[src/design/frame_symmetry_match_defines.svh]
// Assertion macros shared by the frame symmetry match RTL.
`ifndef FRAME_SYMMETRY_MATCH_DEFINES_SVH
`define FRAME_SYMMETRY_MATCH_DEFINES_SVH
`ifndef SYNTH
`define FSMT_ASSERT_HOLDS(lbl, ante, cons) \
  lbl: assert property (@(posedge clk) disable iff (rst) (ante) |-> (cons)) \
    else $error("frame symmetry match check failed");
`define FSMT_ASSERT_NEXT(lbl, ante, cons) \
  lbl: assert property (@(posedge clk) disable iff (rst) (ante) |=> (cons)) \
    else $error("frame symmetry match check failed");
`else
`define FSMT_ASSERT_HOLDS(lbl, ante, cons)
`define FSMT_ASSERT_NEXT(lbl, ante, cons)
`endif
`endif

[src/design/fsmt_pkg.sv]
// Types, widths and the cube rotation table for the frame symmetry match.
`default_nettype none

package fsmt_pkg;

  localparam int COMP_W    = 16;  // one signed Q1.14 component
  localparam int AXIS_W    = 3 * COMP_W;
  localparam int DIFF_W    = COMP_W + 1;
  localparam int SQ_W      = 2 * COMP_W + 1;  // square of a difference, up to 2^32
  localparam int ROW_W     = SQ_W + 1;        // sum of three squares
  localparam int ROT_W     = ROW_W + 2;       // sum of three rows
  localparam int DIST_W    = 34;
  localparam int NUM_ROT   = 24;
  localparam int ROT_IDX_W = 5;

  typedef struct packed {
    logic [2:0][AXIS_W-1:0] a;  // row 0 is the x axis
    logic [2:0][AXIS_W-1:0] b;
  } frame_t;

  // row distance for A row r against B axis k, k sign negative when last index is 1
  typedef logic [2:0][2:0][1:0][ROW_W-1:0] row_set_t;
  typedef logic [NUM_ROT-1:0][ROT_W-1:0] rot_set_t;

  typedef struct packed {
    logic [2:0][1:0] ax;
    logic [2:0]      neg;
  } rot_t;

  // Rotation n in generation order: i, p, j (j != i), q, last fastest.
  function automatic rot_t rot_sel(input int n);
    rot_t r;
    int   m;
    logic cyclic;
    r = '0;
    m = 0;
    for (int i = 0; i < 3; i++) begin
      for (int p = 0; p < 2; p++) begin
        for (int j = 0; j < 3; j++) begin
          if (j != i) begin
            for (int q = 0; q < 2; q++) begin
              if (m == n) begin
                cyclic    = (j == i + 1) || (i == 2 && j == 0);
                r.ax[0]   = 2'(i);
                r.neg[0]  = (p == 0);
                r.ax[1]   = 2'(j);
                r.neg[1]  = (q == 1);
                r.ax[2]   = 2'(3 - i - j);
                r.neg[2]  = r.neg[0] ^ r.neg[1] ^ !cyclic;
              end
              m++;
            end
          end
        end
      end
    end
    return r;
  endfunction

endpackage

`default_nettype wire

[src/design/fsmt_rot_sum.sv]
// Rotation sums: adds the three selected row distances for each of 24 rotations.
`default_nettype none
`include "frame_symmetry_match_defines.svh"

module fsmt_rot_sum import fsmt_pkg::*; (
  input  logic     clk,
  input  logic     rst,
  input  logic     in_valid,
  output logic     in_ready,
  input  row_set_t rows,
  output logic     out_valid,
  input  logic     out_ready,
  output rot_set_t sums
);

  rot_set_t sums_next;
  logic     valid;
  logic     ready;

  assign ready     = !valid || out_ready;
  assign in_ready  = ready;
  assign out_valid = valid;

  for (genvar g = 0; g < NUM_ROT; g++) begin : g_rot
    localparam rot_t R = rot_sel(g);
    assign sums_next[g] = ROT_W'(rows[0][R.ax[0]][R.neg[0]])
                        + ROT_W'(rows[1][R.ax[1]][R.neg[1]])
                        + ROT_W'(rows[2][R.ax[2]][R.neg[2]]);
  end

  always_ff @(posedge clk) begin
    if (rst) begin
      valid <= 1'b0;
    end else if (ready) begin
      valid <= in_valid;
    end
  end

  always_ff @(posedge clk) begin
    if (ready) sums <= sums_next;
  end

  `FSMT_ASSERT_NEXT(a_sums_held_on_stall, valid && !out_ready, valid && $stable(sums))

endmodule

`default_nettype wire

[config.mk]
export PLATFORM = sky130hd
export DESIGN_NAME = fsmt_rot_sum
export DESIGN_NICKNAME = d
export VERILOG_FILES = /design/src/design/fsmt_pkg.sv /design/src/design/fsmt_rot_sum.sv
export VERILOG_INCLUDE_DIRS = /design/src /design/src/design
export SDC_FILE = /design/constraint.sdc
export NUM_CORES = 2
export LEC_CHECK = 0
export BUFFER_PORTS_ARGS = -buffer_cell sky130_fd_sc_hd__buf_2
export CORE_ASPECT_RATIO = 0.5
export CORE_UTILIZATION = 30
export DETAILED_ROUTE_END_ITERATION = 8
export PLACE_DENSITY = 0.53
export SLEW_MARGIN = 10
export SYNTH_ARGS = -nofsm -noshare
export SYNTH_HDL_FRONTEND = slang
export SYNTH_SLANG_ARGS = --single-unit
[constraint.sdc]
create_clock -name clk -period 48.9 [get_ports clk]
set_input_delay 0 -clock clk [delete_from_list [all_inputs] [get_ports clk]]
set_output_delay 0 -clock clk [all_outputs]
set_load 0.02 [all_outputs]
# Word level (Yosys, flattened, before mapping)

Cells that the tools add are included.

Register bits: 865
Latch bits: 0
RAM bits: 0
Memory bits (read-only): 0
Input bits: 616
Word-level logic and storage cells: 75
Memories: 0

Add/subtract/negate cells: 48
$mul: 0
Div/mod/pow operators: 0
Magnitude comparators: 0
Eq/ne operators: 0
Shifts and indexed selects: 0
Mux-type cells: 0
Bitwise operators: 0
Reduce and logical (&&, ||, !) cells: 2

Operators by type and width:

| operator                                  | count |
|---|---|
| 35-bit by 34-bit adder with 36-bit output | 24 |
| 34-bit by 34-bit adder with 35-bit output | 24 |
| 1-bit logical NOT                         | 1 |
| 1-bit logical OR                          | 1 |

# Logic depth before layout (Yosys ltp)

Depth in word-level cells: 2
Mapped depth: 16
Depth with buffers taken out: 16

# Worst setup path after synthesis

No wires, ideal clock.

Path kind: input port to flip-flop
Start point: input out_ready
End point: register valid (netlist: out_valid)
Library setup time: 0.917 ns
Data arrival time: 21.374 ns
Required time: 47.983 ns
Slack: 26.610 ns
Cell stages on the path: 2
Path through: nand2b_1 > a21oi_1

Longest elaborated chain between the ends: 1

RTL lines:

| what                 | RTL line           | RTL |
|---|---|---|
| from (decl)          | fsmt_rot_sum.sv:12 | `input logic out_ready,` |
| 1-bit logical OR     | fsmt_rot_sum.sv:20 | `assign ready = !valid \|\| out_ready;` |
| to (signal assigned) | fsmt_rot_sum.sv:35 | `valid <= in_valid;` |
| to (decl)            | fsmt_rot_sum.sv:17 | `logic valid;` |

No other way between the ends.
A chain may end at the register's enable or synchronous reset.

==> results.toml <==
[placement]
gp_congestion = 1.037
place_inst = 12299
hpwl_um = 377000
portBuffers = 1481
placedInstanceArea_um2 = 93600

[logic_synthesis]
synth_edf_count = 864
synthCells = 7253
synth_top_area_share = 0.3173
yosysUniqueCellTypes = 94
ys_ff_latch = 865
synthTopCellsByArea = "edfxtp_1, fa_1, ha_1, xnor2_1, a21o_1"
yosys_most_used_dff = "edfxtp_1"
synth.most_common_cell = "edfxtp_1"
ys_async_sr_fraction = 0
synth_fp_nets = 9501
synth_common_cells = "edfxtp_1, fa_1, ha_1"
ys_warn_count = 0
ys_seq_area_frac = 0.3176
synth_top_cell_by_area = "edfxtp_1"
netlist_area_um2 = 81760
avgSynthCellArea_um2 = 11.27

[floorplanning]
ios = 1482
die_y_um = 371.1
dieArea_um2 = 274700
initial_core_util = 0.3018
die_w_um = 740.3
core_area_um2 = 270900
num_rows = 135

[pwr]
p_leak_nw = 42.41
peakVddDrop_mv = 0.03187
power_density_nw_per_um2 = 50.43
p_total_mw = 4.913

[cells_and_area]
nets = 11069
fin_util = 0.3596
design_area_um2 = 97430
fin_cells = 12567
area_delta_synth_final_pct = 19.17
drive_gt1_frac = 0.1949

[clocking]
cts-root-buf = "clkbuf_16"
clk_pin_slew_ps = 70
cts_max_level = 3
post_cts_buffers = 0
cts_tree = "built"
post_cts_resized = 0
clkLatencyLatePin_ps = 770
clock-sinks = 865
cts_buffers = 99
cts_max_path_buffers = 3
ctsHoldBuffers = 51

[hold_path]
hold_path.class = "input port to flop"

[critical_path]
crit_arrival_ps = 5950
path_buf_inv = 3
crit_chain = "dlygate4sd3_1 -> buf_2 -> fa_1 -> ha_1 -> fa_1 -> a21o_1 -> a21oi_1 -> o21bai_1 -> a2111oi_0 -> buf_4 -> nor3_1 -> o21ai_0 -> a21oi_1 -> o21ai_0 -> nand2b_1 -> xor2_1"
critPathRequiredTime_ps = 49390
crit_slowest_cell = "a2111oi_0"
critPathKind = "input port to flop"
r2r_setup_slack_ps = 44120
critPathMaxStageDelay_ps = 1100
critPathLaunch = "rows[137]"
cp_max_fo = 4
cp-end-kind = "flop"
worstSetupEndpoint = "sums[861]$_DFFE_PP_"
rr_startpoint = "out_valid$_SDFFE_PP0P_"
cp-start-kind = "input port"
r2r-end = "sums[141]$_DFFE_PP_"
worstSetupPathDepth = 16
r2r.worst_path.cells = 5
crit_family = "compound AO/OA/AOI/OAI gates"

[global_route]
grt-ovfl-total = 0
track_usage = 0.2999
antenna_found_initial = 108
grt_max_degree = 144
grt_pass1_vias = 62000
grt_pass1_wl_um = 554300

[route]
drtPass1Iterations = 6
drc_errors = 0
drt-vias-per-instance = 5.429
vias = 68231
ant_nets = 0
detail_route.wl_per_cell_um = 34.21
drtIter0Drc = 8585
drt-total-wl_um = 429900

[flow_run]
cap_violations = 0

[timing]
fin_setup_tns_ps = 0
worst_pin_slew_ps = 1247
drv_slew = 0
clock_skew_ps = 51.11
rsz0062_at_grt = "false"
setup_viol = 0
finalHoldViolations = 0
fmax_mhz = 183.1
relSlewSlack = 0.1475
fin_crit_sh = 0.1117
period_needed_ps = 5462

[status]
run_status = "completed"
[cell families after synthesis]
logic type,Yosys count,share of synthesized area
DFF,865,0.3176
buffers and inverters,385,0.01774
xor gates and xnor gates,702,0.07520
adders and majority gates,1632,0.3269
AOI/OAI and AO/OA,2220,0.1762
and+or+nand+nor,1449,0.08642
[how the worst min path moves through the flow]
stage,slack (ps),endpoint,start,depth (start not counted)
6_report,30,sums[757]$_DFFE_PP_,rows[239],3
5_1_grt,20,sums[1]$_DFFE_PP_,rows[35],3
4_1_cts,0.05,sums[343]$_DFFE_PP_,rows[597],4
3_5_place_dp,160,out_valid$_SDFFE_PP0P_,rst,2
3_3_place_gp,160,out_valid$_SDFFE_PP0P_,rst,2
2_1_floorplan,70,out_valid$_SDFFE_PP0P_,rst,1
[area by class of cell]
class / count / area [um2]
repair buffers: 1560 / 8158
multi-input cells: 6003 / 54350
flip-flops and latches: 865 / 25960
diodes: 34 / 85.08
clock buffers: 110 / 2561
inverters: 292 / 1096
clock inverters: 73 / 671.9
fillers: 27441 / 173500
well taps: 3630 / 4542
[report_power, final]
part | switching [mW] | total, mW | leakage (nW) | internal [mW]
clock | 0.369 | 0.795 | 1.54 | 0.426
combinational | 1.87 | 2.71 | 31.9 | 0.846
sequential | 0.173 | 1.41 | 8.96 | 1.23
total | 2.41 | 4.91 | 42.4 | 2.51
[routing by layer]
metal / track usage / part of all wire / routed length [um]
met5: 0.008748 / 0.0012 / 519
met4: 0.1651 / 0.068 / 29340
met3: 0.07793 / 0.089 / 38270
met2: 0.4515 / 0.43 / 184200
met1: 0.3934 / 0.41 / 177600
[tightest hold or removal path, stage by stage]
cell and delay (ps):
buf_2 240, fa_1 230, ha_1 160
[metrics by stage]
stage          setup WS (ps)  hold slack, ps
4_1_cts                43830         0.04841
2_1_floorplan          26610           69.07
3_5_place_dp           43650           159.4
5_1_grt                43230           20.10
6_report               43440           31.23
3_3_place_gp           43590           155.2
[placed cells by master (no fill, tap or decap), types with 34 or more instances in the layout]
| cell type | instances |
|---|---|
| nand4_1 | 69 |
| edfxtp_1 | 864 |
| a211oi_1 | 57 |
| o21a_1 | 119 |
| o211ai_1 | 37 |
| ha_1 | 792 |
| inv_1 | 292 |
| a21o_1 | 498 |
| nor2b_1 | 103 |
| and3_1 | 84 |
| nand2_1 | 357 |
| o21bai_1 | 78 |
| dlygate4sd3_1 | 51 |
| clkbuf_16 | 101 |
| nor3_1 | 78 |
| nand2b_1 | 97 |
| xnor2_1 | 476 |
| a21oi_1 | 680 |
| fa_1 | 840 |
| o21ai_0 | 354 |
| nor2_1 | 375 |
| nand3_1 | 147 |
| diode_2 | 34 |
| buf_2 | 1481 |
| a31oi_1 | 66 |
| xor2_1 | 226 |
[state kept, by name, indices dropped and copies added (netlist names)]
signal     cells
sums         864
out_valid      1
Power figures use the tool's default switching activity.
