<file path="config.mk">
export PLATFORM = sky130hd
export DESIGN_NAME = fsmt_min_tree
export DESIGN_NICKNAME = d
export VERILOG_FILES = /design/src/design/fsmt_pkg.sv /design/src/design/fsmt_min_tree.sv
export VERILOG_INCLUDE_DIRS = /design/src /design/src/design
export SDC_FILE = /design/constraint.sdc
export NUM_CORES = 2
export LEC_CHECK = 0
export BUFFER_PORTS_ARGS = -buffer_cell sky130_fd_sc_hd__buf_2
export CORE_AREA = 2 2 358 360
export DETAILED_ROUTE_END_ITERATION = 7
export DIE_AREA = 0 0 360 362
export HOLD_SLACK_MARGIN = 0.03
export PLACE_DENSITY_LB_ADDON = 0.08
export SETUP_SLACK_MARGIN = 0.1
export SYNTH_ARGS = -nofsm -noshare
export SYNTH_HDL_FRONTEND = slang
export SYNTH_SLANG_ARGS = --single-unit
export TNS_END_PERCENT = 5
</file>
<file path="constraint.sdc">
create_clock -name clk -period 11.75 [get_ports clk]
set_input_delay 1.175 -clock clk [delete_from_list [all_inputs] [get_ports clk]]
set_output_delay 1.175 -clock clk [all_outputs]
set_load 0.03 [all_outputs]
</file>
<file path="src/design/frame_symmetry_match_defines.svh">
// Assertion macros shared by the frame symmetry match RTL.
`ifndef FRAME_SYMMETRY_MATCH_DEFINES_SVH
`define FRAME_SYMMETRY_MATCH_DEFINES_SVH
`ifndef SYNTH
`define FSMT_ASSERT_HOLDS(lbl, ante, cons) \
  lbl: assert property (@(posedge clk) disable iff (rst) (ante) |-> (cons)) \
    else $error("frame symmetry match check failed");
`define FSMT_ASSERT_NEXT(lbl, ante, cons) \
  lbl: assert property (@(posedge clk) disable iff (rst) (ante) |=> (cons)) \
    else $error("frame symmetry match check failed");
`else
`define FSMT_ASSERT_HOLDS(lbl, ante, cons)
`define FSMT_ASSERT_NEXT(lbl, ante, cons)
`endif
`endif

</file>
<file path="src/design/fsmt_pkg.sv">
// Types, widths and the cube rotation table for the frame symmetry match.
`default_nettype none

package fsmt_pkg;

  localparam int COMP_W    = 16;  // one signed Q1.14 component
  localparam int AXIS_W    = 3 * COMP_W;
  localparam int DIFF_W    = COMP_W + 1;
  localparam int SQ_W      = 2 * COMP_W + 1;  // square of a difference, up to 2^32
  localparam int ROW_W     = SQ_W + 1;        // sum of three squares
  localparam int ROT_W     = ROW_W + 2;       // sum of three rows
  localparam int DIST_W    = 34;
  localparam int NUM_ROT   = 24;
  localparam int ROT_IDX_W = 5;

  typedef struct packed {
    logic [2:0][AXIS_W-1:0] a;  // row 0 is the x axis
    logic [2:0][AXIS_W-1:0] b;
  } frame_t;

  // row distance for A row r against B axis k, k sign negative when last index is 1
  typedef logic [2:0][2:0][1:0][ROW_W-1:0] row_set_t;
  typedef logic [NUM_ROT-1:0][ROT_W-1:0] rot_set_t;

  typedef struct packed {
    logic [2:0][1:0] ax;
    logic [2:0]      neg;
  } rot_t;

  // Rotation n in generation order: i, p, j (j != i), q, last fastest.
  function automatic rot_t rot_sel(input int n);
    rot_t r;
    int   m;
    logic cyclic;
    r = '0;
    m = 0;
    for (int i = 0; i < 3; i++) begin
      for (int p = 0; p < 2; p++) begin
        for (int j = 0; j < 3; j++) begin
          if (j != i) begin
            for (int q = 0; q < 2; q++) begin
              if (m == n) begin
                cyclic    = (j == i + 1) || (i == 2 && j == 0);
                r.ax[0]   = 2'(i);
                r.neg[0]  = (p == 0);
                r.ax[1]   = 2'(j);
                r.neg[1]  = (q == 1);
                r.ax[2]   = 2'(3 - i - j);
                r.neg[2]  = r.neg[0] ^ r.neg[1] ^ !cyclic;
              end
              m++;
            end
          end
        end
      end
    end
    return r;
  endfunction

endpackage

`default_nettype wire

</file>
<file path="src/design/fsmt_min_tree.sv">
// Registered minimum tree over the 24 rotation sums, lowest index wins ties.
`default_nettype none
`include "frame_symmetry_match_defines.svh"

module fsmt_min_tree import fsmt_pkg::*; (
  input  logic                 clk,
  input  logic                 rst,
  input  logic                 in_valid,
  output logic                 in_ready,
  input  rot_set_t             sums,
  output logic                 out_valid,
  input  logic                 out_ready,
  output logic [ROT_IDX_W-1:0] rotation_index,
  output logic [DIST_W-1:0]    best_distance
);

  localparam int GROUPS_A = NUM_ROT / 4;

  typedef struct packed {
    logic [ROT_IDX_W-1:0] idx;
    logic [ROT_W-1:0]     distance;
  } cand_t;

  // lo always carries the lower index, so only a strictly smaller hi wins
  function automatic cand_t pick(input cand_t lo, input cand_t hi);
    return (hi.distance < lo.distance) ? hi : lo;
  endfunction

  cand_t grp [4];
  cand_t a_next [GROUPS_A];
  cand_t stage_a [GROUPS_A];
  cand_t b_next [2];
  cand_t stage_b [2];
  cand_t fin;

  logic a_valid, b_valid, c_valid;
  logic a_ready, b_ready, c_ready;

  assign c_ready   = !c_valid || out_ready;
  assign b_ready   = !b_valid || c_ready;
  assign a_ready   = !a_valid || b_ready;
  assign in_ready  = a_ready;
  assign out_valid = c_valid;

  always_comb begin
    for (int g = 0; g < GROUPS_A; g++) begin
      for (int m = 0; m < 4; m++) begin
        grp[m].idx      = ROT_IDX_W'(4 * g + m);
        grp[m].distance = sums[4 * g + m];
      end
      a_next[g] = pick(pick(grp[0], grp[1]), pick(grp[2], grp[3]));
    end
  end

  assign b_next[0] = pick(pick(stage_a[0], stage_a[1]), stage_a[2]);
  assign b_next[1] = pick(pick(stage_a[3], stage_a[4]), stage_a[5]);
  assign fin       = pick(stage_b[0], stage_b[1]);

  always_ff @(posedge clk) begin
    if (rst) begin
      a_valid <= 1'b0;
      b_valid <= 1'b0;
      c_valid <= 1'b0;
    end else begin
      if (a_ready) a_valid <= in_valid;
      if (b_ready) b_valid <= a_valid;
      if (c_ready) c_valid <= b_valid;
    end
  end

  always_ff @(posedge clk) begin
    if (a_ready) stage_a <= a_next;
    if (b_ready) stage_b <= b_next;
    if (c_ready) begin
      rotation_index <= fin.idx;
      // saturate; the index above was chosen on the exact sum
      best_distance  <= (|fin.distance[ROT_W-1:DIST_W]) ? {DIST_W{1'b1}}
                                                        : fin.distance[DIST_W-1:0];
    end
  end

  `FSMT_ASSERT_HOLDS(a_index_in_range, c_valid, rotation_index <= ROT_IDX_W'(NUM_ROT - 1))
  `FSMT_ASSERT_NEXT(a_stage_b_kept, b_valid && !c_ready, b_valid)

endmodule

`default_nettype wire

</file>
---- After elaboration in Yosys (flattened, before gate mapping) ----
Index checks and enable logic that the tools add are counted.
word-level totals
  register bits ........................... 370
  bits in latches ......................... 0
  RAM bits ................................ 0
  ROM bits ................................ 0
  input bits .............................. 868
  output and inout port bits .............. 41
  logic and storage cells ................. 74
  memories ................................ 0
cells by class
  $add $sub $neg .......................... 0
  $mul .................................... 0
  divide/modulo/power cells ............... 0
  magnitude comparators ................... 23
  equal/unequal tests ..................... 0
  shifts and indexed selects .............. 0
  muxes and demuxes ....................... 23
  bitwise logic cells ..................... 0
  reductions and logical operators ........ 7
operator list
  cell                         number
  36-bit less-than comparator  23
  37-bit two-way mux           12
  38-bit two-way mux           6
  41-bit two-way mux           5
  1-bit zero test              3
  1-bit logical OR             3
  2-bit OR reduction           1

---- Logic depth before layout (Yosys ltp) ----
  word-level depth ........................ 4
  gate-level depth with buffers ........... 25
  mapped depth without buffers ............ 21

---- Worst setup path before layout ----
Ideal clock, no wire load.
  path type ............................... input port to output port
  start point ............................. input out_ready
  end point ............................... output in_ready
  data arrival time ....................... 6.368 ns
  data required time ...................... 10.575 ns
  setup slack ............................. 4.207 ns
  cell stages on the path ................. 3
  buffers on the path ..................... 0
  path through ............................ nor2b_1 > and2_1 > nand2_1
between the ends
  cells in the longest elaborated chain, start to end .. 3
ends and longest elaborated chain
  element           line                 source
  from (decl)       fsmt_min_tree.sv:12  input logic out_ready,
  1-bit logical OR  fsmt_min_tree.sv:39  assign c_ready = !c_valid || out_ready;
  1-bit logical OR  fsmt_min_tree.sv:40  assign b_ready = !b_valid || c_ready;
  1-bit logical OR  fsmt_min_tree.sv:41  assign a_ready = !a_valid || b_ready;
  to (decl)         fsmt_min_tree.sv:9   output logic in_ready,
No other way between the ends.

==> results.tsv <==
stage	metric	value	unit
run_status	outcome	complete, no violations	
worst_setup_path	setup.worst_path.start_class	input pin	
detailed_routing	drtIter0Drc	1628	
final_layout	design_area	0.0478	sq mm
final_layout	final_util	37.7	%
detailed_routing	wl_met3	8390	microns
grt	track_usage	21.9	%
final_layout	finalNonFillerCells	6991	
clocking	cts.hold.buffers_added	0	
detailed_routing	top_layer	met5	
synth	ys_seq_elements	351	
worst_setup_path	cp.required	12.17	ns
grt	grt_pass1_wl	214000	microns
synth	synthArstFlopShare	0	%
detailed_routing	wl_met1	70200	microns
worst_setup_path	arrival	7.97	ns
clocking	htreeDepth	2	
synth	avgSynthCellArea	9.03	sq um
timing	drv_slew	0	
worst_setup_path	crit_buf_inv	4	
detailed_routing	ant_nets	0	
placed_design	gp_congestion	0.877	
synth	synth-compound-area-share	14.2	%
floorplan	core.rowCount	131	
clocking	clk_latency	0.59	ns
detailed_routing	wl_per_cell	21.2	microns
clocking	clockBufferDepth	3	
synth	muxShareOfSynthArea	15.7	%
floorplan	ios	909	
placed_design	dpl.hpwl	129000	microns
worst_setup_path	slowest_delay	0.91	ns
timing	period_minus_slack	7.55	ns
synth	netlist.area_leader.share	26.3	%
detailed_routing	routed_wl	148000	microns
detailed_routing	drt_pass1_iterations	6	
final_layout	multiInputGateArea	0.0258	sq mm
detailed_routing	wl_met2	66900	microns
detailed_routing	dr_total_vias	34500	
grt	antenna_found_initial	35	
synth	syn-cell-area	0.0398	sq mm
detailed_routing	drc	0	
timing	finalWorstSetupSlack	4.20	ns
floorplan	core_area	0.127	sq mm
timing	hold_viol	0	
final_layout	seq_area	0.0105	sq mm
synth	yosysTopAreaCell	edfxtp_1	
final_layout	fin_nets	6947	
clocking	post_cts_buffers	0	
clocking	root_buffer	clkbuf_16	
synth	ys_warn_count	0	
clocking	ctsResizeCount	0	
timing	tns	0	ns
synth	synth_edf_count	348	
worst_setup_path	path_class	input pin to flop	
pwr	power_density	162	mW/mm^2
floorplan	die_w	360	microns
placed_design	placed_cells	6888	
placed_design	dp_slack	3.60	ns
worst_setup_path	cp_max_fo	22	
clocking	cts.sinks	351	
synth	synth.distinct_cells	72	
min_path	holdCritPathClass	flop to flop	
timing	slew_headroom	21.4	%
synth	synthAdderAreaFrac	25.3	%
placed_design	placed_area	0.0462	sq mm
synth	yosys.area_share.xor_xnor	0	%
flow_run	maxCapViolCount	0	
timing	rsz0062_at_grt	no	
final_layout	drive_gt1_share	19.6	%
pwr	vdd_ir_drop_max	128	uV
final_layout	fillCellCount	13100	
worst_setup_path	critPathCaptureType	flop	
pwr	leakage	25.6	nW
timing	fin_skew	0.0384	ns
timing	clock.fmax	132	MHz
synth	synth_area_leaders	edfxtp_1, ha_1, mux2i_1	
floorplan	die_area	0.130	sq mm
grt	grt_pass1_vias	34400	
grt	grt.overflow.total	0	
synth	synth_top_family_by_area	adder cells	
worst_setup_path	critical-path-top-delay-family	compound AO/OA/AOI/OAI gates	
timing	tightest_slew	1.18	ns
synth	ys_dominant_reg_cell	edfxtp_1	
worst_setup_path	crit_slowest_cell	a221oi_4	
worst_setup_path	path_cells	buf_2 > inv_1 > ha_1 > a211oi_1 > nor2_1 > a2111oi_0 > o211a_1 > a221oi_1 > nor2_4 > buf_4 > mux2i_1 > ha_1 > a21oi_1 > nor2b_1 > o21ai_0 > a21oi_1 > a211oi_1 > a21boi_0 > or4b_2 > a221oi_4 > buf_4 > mux2i_1	
clocking	cts_tree	yes	
detailed_routing	vias_per_cell	4.94	
synth	synthCells	4401	
floorplan	fp.dieH	362	microns
clocking	clk_pin_slew_worst_paths	0.05	ns
synth	ys_seq_area_share	26.4	%
synth	synth-simple-area-share	9.21	%
synth	syn_nets	6074	
grt	grt_max_degree	115	
clocking	cts_buffers	46	
floorplan	start_util	31.4	%
placed_design	port_buffers	908	
timing	finalSetupViolCount	0	
timing	post-route-period-util	64.2	%
final_layout	syn2layout_area_growth	20.2	%
-- state kept, by name, summed over array words and instances, names as in the netlist --
| register | cells |
|---|---|
| best_distance | 34 |
| stage_b | 81 |
| a_valid | 1 |
| stage_a | 228 |
| rotation_index | 5 |
| b_valid | 1 |
| out_valid | 1 |
-- synth_stat cells, types with 23 or more instances --
| master | number |
|---|---|
| inv_1 | 825 |
| ha_1 | 805 |
| mux2i_1 | 602 |
| a21oi_1 | 438 |
| edfxtp_1 | 348 |
| nor2_1 | 276 |
| nand2_1 | 178 |
| o21ai_0 | 136 |
| nand4_1 | 105 |
| a21o_1 | 75 |
| a211oi_1 | 69 |
| nand3_1 | 56 |
| clkbuf_1 | 52 |
| nor3_1 | 39 |
| o22a_1 | 35 |
| and4_1 | 30 |
| o211ai_1 | 28 |
| buf_2 | 23 |
-- cells by family (layout without fill, tap and decap cells) --
kind of cell,Yosys count,count (layout)
simple gates,770,770
compound gates,917,917
flops,351,351
buf+inv,937,1844
mux,621,621
other cells,0,21
fa+ha+maj,805,805
-- stage by stage --
stage,power (mW),hold slack [ns]
detailed placement,6.39,0.462
floorplan,4.87,0.432
finish,7.75,0.482
global route,8.38,0.482
CTS,7.88,0.479
global placement,6.41,0.444
-- area by class of cell --
type	instances	area share [%]
Antenna cell	21	0.110
Tap cell	1662	4.35
Timing Repair Buffer	936	9.98
Inverter	826	6.49
Clock inverter	26	0.628
Multi-Input combinational cell	3113	54.0
Sequential cell	351	22.0
Clock buffer	56	2.49
-- worst register-to-register path: cells and delay by family, from the launching register on --
| family | cells | cell delay [ns] |
|---|---|---|
| adder cells (fa/ha/maj) | 2 | 0.53 |
| buffers and inverters | 3 | 1.23 |
| flip-flops | 1 | 0.49 |
| AO/OA/AOI/OAI | 9 | 2.28 |
| AND/OR/NAND/NOR | 4 | 0.78 |
| multiplexers | 2 | 1.00 |
-- worst paths after layout --
check             slack [ns]  cells after the start                  start                      to
setup / recovery        4.20                     22               sums[17]  stage_a[236]$_DFFE_PP_
hold / removal          0.48                      2   b_valid$_SDFFE_PP0P_  out_valid$_SDFFE_PP0P_
setup reg to reg        5.22                     20  stage_a[89]$_DFFE_PP_   stage_b[21]$_DFFE_PP_
hold reg to reg         0.48                      2   b_valid$_SDFFE_PP0P_  out_valid$_SDFFE_PP0P_
-- layer usage --
| metal | global-route usage (%) | vias up |
|---|---|---|
| met5 | 0 | - |
| met4 | 4.87 | 12 |
| met3 | 3.65 | 125 |
| met2 | 35.5 | 852 |
| met1 | 30.3 | 15900 |
| li1 | - | 17600 |
-- layout by cell type (no fill, tap or decap), drive strengths merged, types with 7 or more instances in the layout --
master	count
nor2b	19
ha	805
inv	827
nand2	178
mux2	19
nor3	39
and4	30
a211oi	69
a21o	75
buf	936
nand4	105
a21oi	438
and2	10
clkbuf	56
o21a	21
o211ai	28
o211a	7
edfxtp	348
mux2i	602
nand3	56
o21ai	147
nor2	277
nand2b	17
diode	21
a221oi	19
o22a	35
a2111oi	16
a21boi	7
clkinv	17
nor4	18
a211o	9
-- power by group --
group | leakage (nW) | switching (mW) | internal [mW]
combinational | 21.2 | 2.33 | 1.62
clock | 0.718 | 0.580 | 0.852
sequential | 3.67 | 0.390 | 1.98
total | 25.6 | 3.30 | 4.45
Note: power is estimated with default switching activity, not from simulation.
